<file path="src/rtl/hsl_pkg.sv">
// shared types, constants and helper functions for the hsl to rgb converter
// no dependencies; compiled first
package hsl_pkg;

   localparam int HUE_W   = 9;
   localparam int FIX_W   = 16;
   localparam int CHAN_W  = 8;
   localparam int WGT_W   = 6;
   localparam int SUM_W   = HUE_W + 1;

   localparam int HUE_WRAP   = 360;
   localparam int RED_OFFS   = 120;
   localparam int BLUE_OFFS  = 240;
   localparam int SEG_RISE   = 60;
   localparam int SEG_FLAT   = 180;
   localparam int SEG_FALL   = 240;
   localparam int SEG_FULL   = 60;
   localparam int GREY_SCALE = 255;
   localparam int CHAN_MAX   = 255;
   // 255 / 60 reduces to 17 / 4
   localparam int SCALE_MUL  = 17;
   localparam int SCALE_SHR  = 2;

   typedef logic [HUE_W-1:0]  hue_type;
   typedef logic [WGT_W-1:0]  wgt_type;
   typedef logic [CHAN_W-1:0] chan_type;

   // load enables for a block that owns two pipeline stages
   typedef struct packed {
      logic first_en;
      logic second_en;
   } hsl_pair_en_type;

   // wrap a hue sum back into 0..359 (one subtract is enough)
   function automatic hue_type hue_wrap(input logic [SUM_W-1:0] sum);
      logic [SUM_W-1:0] red;
      red = sum - SUM_W'(HUE_WRAP);
      if (sum >= SUM_W'(HUE_WRAP)) begin
         return red[HUE_W-1:0];
      end
      return sum[HUE_W-1:0];
   endfunction

   // piecewise channel weight in whole degrees, 0..60
   function automatic wgt_type seg_weight(input hue_type p);
      hue_type fall;
      fall = HUE_W'(SEG_FALL) - p;
      if (p < HUE_W'(SEG_RISE)) begin
         return p[WGT_W-1:0];
      end else if (p < HUE_W'(SEG_FLAT)) begin
         return WGT_W'(SEG_FULL);
      end else if (p < HUE_W'(SEG_FALL)) begin
         return fall[WGT_W-1:0];
      end
      return '0;
   endfunction

endpackage

</file>
<file path="src/rtl/hsl_if.sv">
// request and response channel interfaces for the hsl to rgb converter
// depends on hsl_pkg
interface hsl_req_if import hsl_pkg::*; ();
   logic              valid;
   logic              ready;
   logic [HUE_W-1:0]  hue_degrees;
   logic [FIX_W-1:0]  saturation;
   logic [FIX_W-1:0]  lightness;

   modport source (output valid, hue_degrees, saturation, lightness, input ready);
   modport sink   (input valid, hue_degrees, saturation, lightness, output ready);
endinterface

interface hsl_rsp_if import hsl_pkg::*; ();
   logic              valid;
   logic              ready;
   logic [CHAN_W-1:0] red;
   logic [CHAN_W-1:0] green;
   logic [CHAN_W-1:0] blue;

   modport source (output valid, red, green, blue, input ready);
   modport sink   (input valid, red, green, blue, output ready);
endinterface

</file>
<file path="src/rtl/hsl_prep.sv">
// stages one and two: input clamp, hue wrap, l*s product and channel weights
// depends on hsl_pkg
module hsl_prep import hsl_pkg::*; #(
   parameter int FRAC_BITS = 15,
   parameter int VW        = 16
) (
   input  logic                 clock,
   input  hsl_pair_en_type      en,
   input  logic [HUE_W-1:0]     hue_degrees,
   input  logic [FIX_W-1:0]     saturation,
   input  logic [FIX_W-1:0]     lightness,
   output logic [VW-1:0]        light_ff,
   output logic [VW-1:0]        sat_ff,
   output logic [2*VW-1:0]      prod_ff,
   output logic                 grey_ff,
   output wgt_type              wgt_r_ff,
   output wgt_type              wgt_g_ff,
   output wgt_type              wgt_b_ff
);

   localparam int PW = 2 * VW;
   localparam logic [31:0] ONE_V = 32'(1) << FRAC_BITS;

   logic [VW-1:0] s1_sat_in, s1_sat_ff;
   logic [VW-1:0] s1_light_in, s1_light_ff;
   hue_type       s1_hue_in, s1_hue_ff;
   logic          s1_grey_in, s1_grey_ff;
   logic [PW-1:0] prod_in;
   hue_type       pos_r, pos_b;

   // stage one: saturate to one, fold hue 360..511 down once
   always_comb begin
      s1_sat_in   = (32'(saturation) > ONE_V) ? VW'(ONE_V) : VW'(saturation);
      s1_light_in = (32'(lightness)  > ONE_V) ? VW'(ONE_V) : VW'(lightness);
      s1_grey_in  = (saturation == '0);
      s1_hue_in   = hue_wrap(SUM_W'(hue_degrees));
   end

   always_ff @(posedge clock) begin
      if (en.first_en) begin
         s1_sat_ff   <= s1_sat_in;
         s1_light_ff <= s1_light_in;
         s1_grey_ff  <= s1_grey_in;
         s1_hue_ff   <= s1_hue_in;
      end
   end

   // stage two: product and per-channel hue positions
   always_comb begin
      prod_in = PW'(s1_light_ff) * PW'(s1_sat_ff);
      pos_r   = hue_wrap(SUM_W'(s1_hue_ff) + SUM_W'(RED_OFFS));
      pos_b   = hue_wrap(SUM_W'(s1_hue_ff) + SUM_W'(BLUE_OFFS));
   end

   always_ff @(posedge clock) begin
      if (en.second_en) begin
         light_ff <= s1_light_ff;
         sat_ff   <= s1_sat_ff;
         prod_ff  <= prod_in;
         grey_ff  <= s1_grey_ff;
         wgt_r_ff <= seg_weight(pos_r);
         wgt_g_ff <= seg_weight(s1_hue_ff);
         wgt_b_ff <= seg_weight(pos_b);
      end
   end

endmodule

</file>
<file path="src/rtl/hsl_temp.sv">
// stage three: two-temp values t2 and t1-t2, plus the grey level
// depends on hsl_pkg
module hsl_temp import hsl_pkg::*; #(
   parameter int FRAC_BITS = 15,
   parameter int VW        = 16,
   parameter int SW        = 19
) (
   input  logic                 clock,
   input  logic                 en,
   input  logic [VW-1:0]        light,
   input  logic [VW-1:0]        sat,
   input  logic [2*VW-1:0]      prod,
   output logic signed [SW-1:0] t2_ff,
   output logic signed [SW-1:0] diff_ff,
   output chan_type             grey_val_ff
);

   localparam int GW = VW + CHAN_W;
   // one half can lie above the 16-bit value field for wide fractions
   localparam logic [31:0] HALF_V = 32'(1) << (FRAC_BITS - 1);

   logic [2*VW-1:0]      ls_wide;
   logic signed [SW-1:0] ls_x, light_x, sat_x, t1, t2_in, diff_in;
   logic [GW-1:0]        grey_prod, grey_shr;

   always_comb begin
      ls_wide = prod >> FRAC_BITS;
      ls_x    = $signed(SW'(ls_wide));
      light_x = $signed(SW'(light));
      sat_x   = $signed(SW'(sat));
      // l*(1+s) folds to l + l*s, both truncated the same way
      if (32'(light) < HALF_V) begin
         t1 = light_x + ls_x;
      end else begin
         t1 = light_x + sat_x - ls_x;
      end
      t2_in     = (light_x <<< 1) - t1;
      diff_in   = t1 - t2_in;
      grey_prod = GW'(light) * GW'(GREY_SCALE);
      grey_shr  = grey_prod >> FRAC_BITS;
   end

   always_ff @(posedge clock) begin
      if (en) begin
         t2_ff       <= t2_in;
         diff_ff     <= diff_in;
         grey_val_ff <= grey_shr[CHAN_W-1:0];
      end
   end

endmodule

</file>
<file path="src/rtl/hsl_chan.sv">
// stages four and five for one colour channel: weighted sum, scale and clamp
// depends on hsl_pkg
module hsl_chan import hsl_pkg::*; #(
   parameter int FRAC_BITS = 15,
   parameter int SW        = 19,
   parameter int NW        = 25
) (
   input  logic                 clock,
   input  hsl_pair_en_type      en,
   input  logic signed [SW-1:0] t2,
   input  logic signed [SW-1:0] diff,
   input  wgt_type              wgt,
   input  logic                 grey,
   input  chan_type             grey_val,
   output chan_type             chan_ff
);

   localparam int XW = NW + 5;
   localparam logic signed [NW-1:0] FULL_S  = NW'(SEG_FULL);
   localparam logic        [XW-1:0] LIMIT_U = XW'(CHAN_MAX);

   logic signed [NW-1:0] t2_x, diff_x, wgt_x, num_in, num_ff;
   logic                 grey_ff;
   chan_type             grey_val_ff, chan_in;
   logic signed [XW-1:0] num_xw, scaled;
   logic        [XW-1:0] quot;

   // stage four: t2*60 + (t1-t2)*w
   always_comb begin
      t2_x   = NW'(t2);
      diff_x = NW'(diff);
      wgt_x  = $signed(NW'(wgt));
      num_in = t2_x * FULL_S + diff_x * wgt_x;
   end

   always_ff @(posedge clock) begin
      if (en.first_en) begin
         num_ff      <= num_in;
         grey_ff     <= grey;
         grey_val_ff <= grey_val;
      end
   end

   // stage five: num*255/(60*one) as num*17 >> (frac+2), then clamp; grey takes the grey level
   always_comb begin
      num_xw = XW'(num_ff);
      scaled = (num_xw <<< 4) + num_xw;
      quot   = $unsigned(scaled) >> (FRAC_BITS + SCALE_SHR);
      priority if (grey_ff) begin
         chan_in = grey_val_ff;
      end else if (num_ff < 0) begin
         chan_in = '0;
      end else if (quot > LIMIT_U) begin
         chan_in = CHAN_W'(CHAN_MAX);
      end else begin
         chan_in = quot[CHAN_W-1:0];
      end
   end

   always_ff @(posedge clock) begin
      if (en.second_en) begin
         chan_ff <= chan_in;
      end
   end

endmodule

</file>
<file path="src/rtl/hsl_to_rgb_converter_unit.sv">
// hsl to rgb converter, five-stage pipeline
// throughput: one request per cycle while rsp_chan.ready holds; every stage has its own valid bit and
// stalls only when it holds data and the stage after it cannot load
// reset: synchronous active-high reset clears the valid bits only
module hsl_to_rgb_converter_unit import hsl_pkg::*; #(
   parameter int FRAC_BITS = 15
) (
   input  logic        clock,
   input  logic        reset,
   hsl_req_if.sink     req_chan,
   hsl_rsp_if.source   rsp_chan
);

   // clamped values never exceed one or the 16-bit field
   localparam int VW     = (FRAC_BITS < FIX_W) ? FRAC_BITS + 1 : FIX_W;
   // t2 and t1-t2 can swing to about +/- 2^(VW+1)
   localparam int SW     = VW + 3;
   // weighted sum bounded by 2^(VW+8)
   localparam int NW     = VW + 9;
   localparam int STAGES = 5;

   logic [STAGES-1:0] valid_ff, valid_in, load;

   // stage 1,2: prep   stage 3: temp   stage 4,5: channels
   hsl_pair_en_type   prep_en, chan_en;

   logic [VW-1:0]        light2, sat2;
   logic [2*VW-1:0]      prod2;
   logic                 grey2, grey3_ff;
   wgt_type              wgt_r2, wgt_g2, wgt_b2;
   wgt_type              wgt_r3_ff, wgt_g3_ff, wgt_b3_ff;
   logic signed [SW-1:0] t2_3, diff_3;
   chan_type             grey_val3;

   // a stage loads when it is empty or its successor loads too; the last
   // stage is the response register, so a pending response still lets the
   // upstream bubbles close up
   always_comb begin
      load[STAGES-1] = !valid_ff[STAGES-1] || rsp_chan.ready;
      for (int i = STAGES - 2; i >= 0; i--) begin
         load[i] = !valid_ff[i] || load[i+1];
      end
      valid_in[0] = load[0] ? req_chan.valid : valid_ff[0];
      for (int i = 1; i < STAGES; i++) begin
         valid_in[i] = load[i] ? valid_ff[i-1] : valid_ff[i];
      end
      prep_en.first_en  = load[0];
      prep_en.second_en = load[1];
      chan_en.first_en  = load[3];
      chan_en.second_en = load[4];
   end

   always_ff @(posedge clock) begin
      if (reset) begin
         valid_ff <= '0;
      end else begin
         valid_ff <= valid_in;
      end
   end

   assign req_chan.ready = load[0];
   assign rsp_chan.valid = valid_ff[STAGES-1];

   hsl_prep #(
      .FRAC_BITS (FRAC_BITS),
      .VW        (VW)
   ) u_prep (
      .clock       (clock),
      .en          (prep_en),
      .hue_degrees (req_chan.hue_degrees),
      .saturation  (req_chan.saturation),
      .lightness   (req_chan.lightness),
      .light_ff    (light2),
      .sat_ff      (sat2),
      .prod_ff     (prod2),
      .grey_ff     (grey2),
      .wgt_r_ff    (wgt_r2),
      .wgt_g_ff    (wgt_g2),
      .wgt_b_ff    (wgt_b2)
   );

   hsl_temp #(
      .FRAC_BITS (FRAC_BITS),
      .VW        (VW),
      .SW        (SW)
   ) u_temp (
      .clock       (clock),
      .en          (load[2]),
      .light       (light2),
      .sat         (sat2),
      .prod        (prod2),
      .t2_ff       (t2_3),
      .diff_ff     (diff_3),
      .grey_val_ff (grey_val3)
   );

   // side-band for stage three: weights and grey flag ride alongside
   always_ff @(posedge clock) begin
      if (load[2]) begin
         grey3_ff  <= grey2;
         wgt_r3_ff <= wgt_r2;
         wgt_g3_ff <= wgt_g2;
         wgt_b3_ff <= wgt_b2;
      end
   end

   // one channel unit each; red sits at hue+120, blue at hue+240
   hsl_chan #(
      .FRAC_BITS (FRAC_BITS),
      .SW        (SW),
      .NW        (NW)
   ) u_chan_r (
      .clock    (clock),
      .en       (chan_en),
      .t2       (t2_3),
      .diff     (diff_3),
      .wgt      (wgt_r3_ff),
      .grey     (grey3_ff),
      .grey_val (grey_val3),
      .chan_ff  (rsp_chan.red)
   );

   hsl_chan #(
      .FRAC_BITS (FRAC_BITS),
      .SW        (SW),
      .NW        (NW)
   ) u_chan_g (
      .clock    (clock),
      .en       (chan_en),
      .t2       (t2_3),
      .diff     (diff_3),
      .wgt      (wgt_g3_ff),
      .grey     (grey3_ff),
      .grey_val (grey_val3),
      .chan_ff  (rsp_chan.green)
   );

   hsl_chan #(
      .FRAC_BITS (FRAC_BITS),
      .SW        (SW),
      .NW        (NW)
   ) u_chan_b (
      .clock    (clock),
      .en       (chan_en),
      .t2       (t2_3),
      .diff     (diff_3),
      .wgt      (wgt_b3_ff),
      .grey     (grey3_ff),
      .grey_val (grey_val3),
      .chan_ff  (rsp_chan.blue)
   );

endmodule
</file>
<file path="src/flat_wrapper.sv">
// flat-port wrapper written by rule: the top's interface ports become plain ports
module hsl_to_rgb_converter_unit_flat import hsl_pkg::*;
#(
   parameter int FRAC_BITS = 15
)
  (clock, reset, req_chan_valid, req_chan_hue_degrees, req_chan_saturation, req_chan_lightness, req_chan_ready, rsp_chan_valid, rsp_chan_red, rsp_chan_green, rsp_chan_blue, rsp_chan_ready);
  hsl_req_if req_chan_i ();
  hsl_rsp_if rsp_chan_i ();
  input  logic clock;
  input  logic reset;
  input wire logic [$bits(req_chan_i.valid)-1:0] req_chan_valid;
  input wire logic [$bits(req_chan_i.hue_degrees)-1:0] req_chan_hue_degrees;
  input wire logic [$bits(req_chan_i.saturation)-1:0] req_chan_saturation;
  input wire logic [$bits(req_chan_i.lightness)-1:0] req_chan_lightness;
  output wire logic [$bits(req_chan_i.ready)-1:0] req_chan_ready;
  output wire logic [$bits(rsp_chan_i.valid)-1:0] rsp_chan_valid;
  output wire logic [$bits(rsp_chan_i.red)-1:0] rsp_chan_red;
  output wire logic [$bits(rsp_chan_i.green)-1:0] rsp_chan_green;
  output wire logic [$bits(rsp_chan_i.blue)-1:0] rsp_chan_blue;
  input wire logic [$bits(rsp_chan_i.ready)-1:0] rsp_chan_ready;
  assign req_chan_i.valid = req_chan_valid;
  assign req_chan_i.hue_degrees = req_chan_hue_degrees;
  assign req_chan_i.saturation = req_chan_saturation;
  assign req_chan_i.lightness = req_chan_lightness;
  assign req_chan_ready = req_chan_i.ready;
  assign rsp_chan_valid = rsp_chan_i.valid;
  assign rsp_chan_red = rsp_chan_i.red;
  assign rsp_chan_green = rsp_chan_i.green;
  assign rsp_chan_blue = rsp_chan_i.blue;
  assign rsp_chan_i.ready = rsp_chan_ready;
  hsl_to_rgb_converter_unit #(.FRAC_BITS(FRAC_BITS)) u_core (.clock(clock), .reset(reset), .req_chan(req_chan_i), .rsp_chan(rsp_chan_i));
endmodule
</file>
<file path="config.mk">
export PLATFORM = sky130hd
export DESIGN_NAME = hsl_to_rgb_converter_unit_flat
export DESIGN_NICKNAME = d
export VERILOG_FILES = /design/src/rtl/hsl_pkg.sv /design/src/rtl/hsl_if.sv /design/src/rtl/hsl_prep.sv /design/src/rtl/hsl_temp.sv /design/src/rtl/hsl_chan.sv /design/src/rtl/hsl_to_rgb_converter_unit.sv /design/src/flat_wrapper.sv
export SDC_FILE = /design/constraint.sdc
export NUM_CORES = 2
export LEC_CHECK = 0
export BUFFER_PORTS_ARGS = -buffer_cell sky130_fd_sc_hd__clkbuf_2
export CORE_ASPECT_RATIO = 0.6
export CORE_MARGIN = 4
export CORE_UTILIZATION = 50
export CTS_CLUSTER_SIZE = 16
export DETAILED_ROUTE_END_ITERATION = 8
export GPL_TIMING_DRIVEN = 1
export PLACE_DENSITY = 0.68
export SLEW_MARGIN = 0
export SYNTH_ARGS = -nofsm -noshare
export SYNTH_HDL_FRONTEND = slang
export SYNTH_SLANG_ARGS = --single-unit
</file>
<file path="constraint.sdc">
create_clock -name clock -period 7.2 [get_ports clock]
set_input_delay 0 -clock clock [delete_from_list [all_inputs] [get_ports clock]]
set_output_delay 0 -clock clock [all_outputs]
set_load 0.02 [all_outputs]
</file>
== Word-level counts from Yosys, hierarchy flattened ==
Cells that the tools add are included.
Widths: inputs -> output; s select.
Storage, ports and cells
  register bits: 303
  input bits: 45
  logic and storage cells: 128
Cells by class
  $add $sub $neg: 19
  multipliers: 6
  $lt $le $gt $ge: 21
  multiplexer cells: 40
  reduce and logical (&&, ||, !) cells: 11
Operators with widths (number)
  $add 29x25->30: 3
  $add 25x25->25: 3
  $lt 25x1->1 const B: 3
  $mul 19x7->25: 3
  $mux 8: 9
  $lt 9x8->1 const B: 6
  $mux 6: 9
  $mux 9: 6
  $gt 13x8->1 const B: 3
  $gt 16x16->1 const B: 2
  $mul 16x16->32: 1
  $lt 9x6->1 const B: 3
  $sub 9x9->9 const B: 3
  $mul 16x8->23 const B: 1
  $mul 19x5->23 const B: 1
  $ge 10x9->1 const B: 2
  $mux 19: 1
  $sub 18x19->19: 1
  $sub 19x19->19: 1
  $add 16x17->18: 1
  $sub 17x17->18: 1
  $sub 6x6->6 const A: 3
  $add 16x16->17: 1
  $logic_not 16->1: 1
  other kinds (7): 29

== Longest topological paths before layout ==
  depth after elaboration: 9
  depth in mapped cells: 32
  depth with buffers taken out: 32

== Cells and area by module ==
A second synthesis with hierarchy kept.
Unflattened totals
  cells, all modules: 5095
  area, all modules: 49388.6 um^2
By module, submodules not included
  hsl_prep: times used 1, cells an instance 1345, area each 13867.0 um^2, sequential area each 3753.6 um^2
  hsl_chan at u_core.u_chan_g: times used 1, cells an instance 970, area each 9042.4 um^2, sequential area each 1261.2 um^2
  hsl_chan at u_core.u_chan_b: times used 1, cells an instance 952, area each 8942.3 um^2, sequential area each 1261.2 um^2
  hsl_chan at u_core.u_chan_r: times used 1, cells an instance 910, area each 8667.1 um^2, sequential area each 1261.2 um^2
  hsl_temp: times used 1, cells an instance 877, area each 8090.3 um^2, sequential area each 1351.3 um^2
  hsl_to_rgb_converter_unit: times used 1, cells an instance 41, area each 779.5 um^2, sequential area each 670.6 um^2

== Worst setup path before layout ==
Ideal clock, no wire load.
  path kind: register to register
  from: register u_core.u_temp.t2_ff[0]
  to: register u_core.u_chan_r.num_ff[24] (data pin)
  setup time: 268 ps
  arrival: 7163 ps
  data required time: 6932 ps
  path slack: -230 ps
  cell stages (with the launch flop): 28
  cell sequence: edfxtp_1 > ha_1 > ha_1 > xor2_1 > ha_1 > ha_1 > a31o_2 > a21oi_1 > o21ai_0 > o211a_1 > o21a_1 > a31o_2 > xor2_1 > fa_1 > inv_1 > fa_1 > fa_1 > inv_1 > ha_1 > and3_1 > a221o_1 > a31oi_1 > o21ai_1 > a21oi_2 > o21ai_1 > and4_1 > a2111oi_1 > xnor3_1
Between the ends
  cells in the longest elaborated chain, start to end: 2
Ends and longest elaborated chain
  from (decl): line hsl_temp.sv:13  | output logic signed [SW-1:0] t2_ff,
  from (signal assigned): line hsl_temp.sv:45  | t2_ff <= t2_in;
  $mul 19x5->23: line hsl_chan.sv:33  | num_in = t2_x * FULL_S + diff_x * wgt_x;
  $add 25x25->25: line hsl_chan.sv:33
  via u_core.u_chan_r.num_in[24]: line hsl_chan.sv:22  | logic signed [NW-1:0] t2_x, diff_x, wgt_x, num_in, num_ff;
  to (signal assigned): line hsl_chan.sv:38  | num_ff <= num_in;
  to (decl): line hsl_chan.sv:22
The timed path passes the listed nets, and every way through them passes these cells.
A chain may end at the register's enable or synchronous reset.

== Final worst setup path ==
  from: register u_core.u_temp.t2_ff[0]
  to: register u_core.u_chan_g.num_ff[24] (data pin)
Between the ends
  cells in the longest elaborated chain, start to end: 2
Ends and longest elaborated chain (line)
  $mul 19x5->23: hsl_chan.sv:33
  $add 25x25->25: hsl_chan.sv:33
  via u_core.u_chan_g.num_in[24]: hsl_chan.sv:22
  to (signal assigned): hsl_chan.sv:38
  to (decl): hsl_chan.sv:22
The timed path passes the listed nets, and every way through them passes these cells.

==> results.txt <==
- Setup violations remaining at the end of the flow were counted as 0.
- Measured along the x axis, the die boundary spans ~380 µm.
* Endpoint of the worst register-to-register path: u_core.u_chan_g.num_ff[24]$_DFFE_PP_
- Type of element capturing the critical path: register
- Start of the worst register-to-register path: u_core.u_temp.t2_ff[0]$_DFFE_PP_
- Synthesized flop and latch total: about 280
- The first detailed-routing pass ran for 6 iterations.
- Count of mapped cells out of synthesis: 4,334
* Insertion delay of the later-clocked pin in the worst-skew pair: between 0.5 and 0.6 ns
- TritonCTS built the clock tree.
- Remaining antenna violation count: 0
- Synthesis instantiated 96 different standard cells from the library.
- Input and output buffers added on the ports amount to 70.
- Portion of the post-synthesis area used by sequential elements: around a fifth
- Clock Sink Count: between 200 and 300
- Worst Tran Pin Value: around 1.0 ns
* Fin. Hold Viols: 0
- DRC violations left: 0
- In this run the worst hold path is classified as in -> reg.
- Normalized max-slew margin: 32.9%
- STA classifies the critical path startpoint as a register.
* Post-layout nets: 5,704
- First-pass GRT wire length: 170,000 µm
- Slowest cell on the critical path: sky130_fd_sc_hd__fa_1
* Detailed placement HPWL: 84,200 µm
- Entering global routing, the biggest net connects a little over 70 pins.
- Area enclosed by the die boundary: 0.0896 mm²
- The via count of the first global-routing pass came to between 30,000 and 40,000.
* Combinational family with the most area after synthesis: adder cells
* Inserted Diodes: 0
- Die Height: between 200 and 250 µm
* Count of yosys warnings during synthesis: 0
* Vias per inst: 5.30
- Fraction of registers with async set/reset: 0%
* Number of buffers created by CTS: 34
- Launch instance of the worst min-delay path: req_chan_hue_degrees[1]
* Share of cells above drive strength 1: between 8 and 9%
- After detailed routing, the total wire length is around 100,000 µm.
- Critical Path AT: just over 7 ns
* Most instantiated library cell after synthesis: sky130_fd_sc_hd__inv_1
- The synthesized netlist devotes between 10% and 20% of its cell area to simple gates.
- Clock-pin slew was measured on the worst setup and hold paths at 0.06 ns.
- The initial antenna violation count was 1.
- The routed layout has about 30,000 vias.
* Area share of the largest cell type after synthesis: between 20% and 30%
* Cell family with most CP delay: adder cells
* Share of the synthesized netlist area taken by xor and xnor gates: 4.33%
* Cell taking the most area after synthesis: sky130_fd_sc_hd__fa_1
* Reg2reg setup slack: about 0.22 ns
- Final setup skew: approximately 0.034 ns
- For hold timing, the worst endpoint is u_core.u_prep.s1_hue_ff[1]$_DFFE_PP_.
* EDFF count, synth: 279
* Longest individual stage delay on the worst path: around 0.56 ns
* Adder-Cell Fraction of Synth Area: 42.7%
- Number of cells on the worst reg-to-reg path: 31
- Initial cell density of the core: between 50% and 60%
- Leftover overflow at the end of global routing: 0
- Counting along the longest clock path gives a buffer depth of 3.
* Post-synth design cell area: around 0.042 mm²
* Worst slack at placement: -0.147 ns
- Tracing the worst setup path back leads to its startpoint at u_core.u_temp.t2_ff[0]$_DFFE_PP_.
* Max Clock Freq: 143 MHz
- Data required, critical path: between 7 and 8 ns
- In this run the mean area of a mapped cell was ~9.8 µm².
* Final worst-path cycle share: 97.0%
* Overall Global Routing Usage: between 20% and 30%
- In the synthesized netlist, mux cells make up less than 1% of the area.
- For this block, the initial DRC count from the detailed router was roughly 2,500.
- Final weighted congestion in routability-driven placement: around 0.93
- Setup slack closes at about 0.22 ns.
- Summing the areas of all compound-gate instances in the mapped netlist gives a little under a tenth of the synthesized area.
- In this run the worst path has a maximum fanout of 4.
- Among all flip-flop cells after synthesis, the most frequent one is sky130_fd_sc_hd__edfxtp_1.
* # H-tree levels: 2
* Number of placement rows: 82
- The routed design could run at a clock period as short as roughly 7.0 ns.
* Result of the run: finished, final reports clean
- Commonest cells in the synthesized netlist: 902 x sky130_fd_sc_hd__inv_1, 598 x sky130_fd_sc_hd__fa_1, 489 x sky130_fd_sc_hd__ha_1
- Across the run, the number of max-cap violations was 0.
- The worst hold path passes through 2 cells.
* Wire length per cell: approximately 18 µm
- Syn-to-layout area delta: 10.8%
* Count of buffering cells on the critical path with inverters included: 6
* I/O pins: between 70 and 80
- Final max-slew violation count: 0
- Synth top area cells: sky130_fd_sc_hd__fa_1 28%, sky130_fd_sc_hd__edfxtp_1 20%, sky130_fd_sc_hd__ha_1 14%, sky130_fd_sc_hd__inv_1 8.0%, sky130_fd_sc_hd__and2_1 5.6%
- Setup repair after global routing could not meet its margin everywhere.
* Root buffer cell: sky130_fd_sc_hd__clkbuf_16
- The critical path in this run is classified as reg -> reg.
- The core region is ~0.084 mm².
- The layout has roughly 7,400 filler cells.
==> registers in the layout, summed over array words and instances, names as in the netlist, 9 cells and up <==
name                       flops
u_core.u_prep.light_ff        16
u_core.u_chan_g.num_ff        24
u_core.u_prep.prod_ff         17
u_core.u_prep.s1_sat_ff       16
u_core.u_temp.t2_ff           19
u_core.u_chan_r.num_ff        24
u_core.u_prep.s1_hue_ff        9
u_core.u_temp.diff_ff         18
u_core.u_prep.s1_light_ff     16
u_core.u_prep.sat_ff          16
u_core.u_chan_b.num_ff        24
==> through the flow <==
stage	area (µm²)	utilization [%]	setup TNS [ns]	hold slack (ns)	std cells
global route	46900	56.1	-0.239	0.173	5731
detailed placement	44800	53.5	-0.251	0.193	5589
finish	46900	56.1	0	0.178	5731
global placement	44800	53.5	-0.00867	0.189	5589
CTS	46500	55.6	0	0.118	5717
floorplan	42400	-	0	0.0691	4338
==> worst max-delay path by stage <==
stage | to | slack [ns] | cells past startpoint
CTS | u_core.u_chan_g.num_ff[24]$_DFFE_PP_ | 0.0007 | 26
floorplan | u_core.u_chan_r.num_ff[24]$_DFFE_PP_ | 0.005 | 27
finish | u_core.u_chan_g.num_ff[24]$_DFFE_PP_ | 0.22 | 31
detailed placement | u_core.u_chan_g.num_ff[24]$_DFFE_PP_ | -0.15 | 30
global route | u_core.u_chan_g.num_ff[24]$_DFFE_PP_ | -0.09 | 30
global placement | u_core.u_chan_r.num_ff[24]$_DFFE_PP_ | -0.009 | 27
==> area by class of cell <==
type | instances | area [µm²] | share of cell area, %
timing repair buffer | 290 | 2160 | 4.61
multi-input combinational | 3059 | 30400 | 64.9
tap | 1134 | 1420 | 3.02
clock buffer | 46 | 926 | 1.97
sequential | 284 | 8480 | 18.1
inverter | 903 | 3390 | 7.22
clock inverter | 15 | 121 | 0.259
==> logic make-up (layout without fill, tap and decap cells) <==
group                      count (synthesis)  after routing
DFF                                      284            284
adders and majority gates               1088           1088
AOI/OAI and AO/OA                        582            582
and+or+nand+nor                         1156           1156
other                                      2              6
buffers and inverters                    995           1254
xor gates and xnor gates                 207            207
muxes                                     20             20
==> what timing repair did <==
item | 4_1_cts | 5_1_grt
endpoints found under the hold margin | 58 | 0
setup endpoints to repair | 2 | 15
hold buffers | 65 | 0
buffers inserted | 2 | 14
resized for setup | 4 | 56
pin swaps | 0 | 21
==> placed cells by master (no fill, tap or decap), drive strengths merged, types with 21 or more instances in the layout <==
master	netlist	layout
nand2	327	327
nand3	37	37
a211oi	24	24
edfxtp	279	279
xnor2	151	151
nor2	152	152
dlygate4sd3	0	65
xor2	55	55
inv	902	905
clkbuf	81	116
a21o	61	61
fa	598	598
o21bai	22	22
o211ai	22	22
or3	21	21
o21ai	105	105
a21oi	163	163
buf	11	155
o21a	43	43
and2	381	381
nor3	49	49
nor2b	67	67
a31oi	23	23
ha	489	489
nand2b	32	32
==> layer usage <==
metal | vias up | global-route usage, % | wire length [µm]
li1 | 14400 | - | -
met1 | 14800 | 39.4 | 53100
met2 | 1079 | 31.7 | 37800
met3 | 63 | 7.25 | 11900
met4 | 0 | 2.67 | 867
met5 | - | 0 | 0
Power is left out: the tool's default activity adds up to more than one toggle a clock period on the data nets, which glitch-free logic cannot reach.
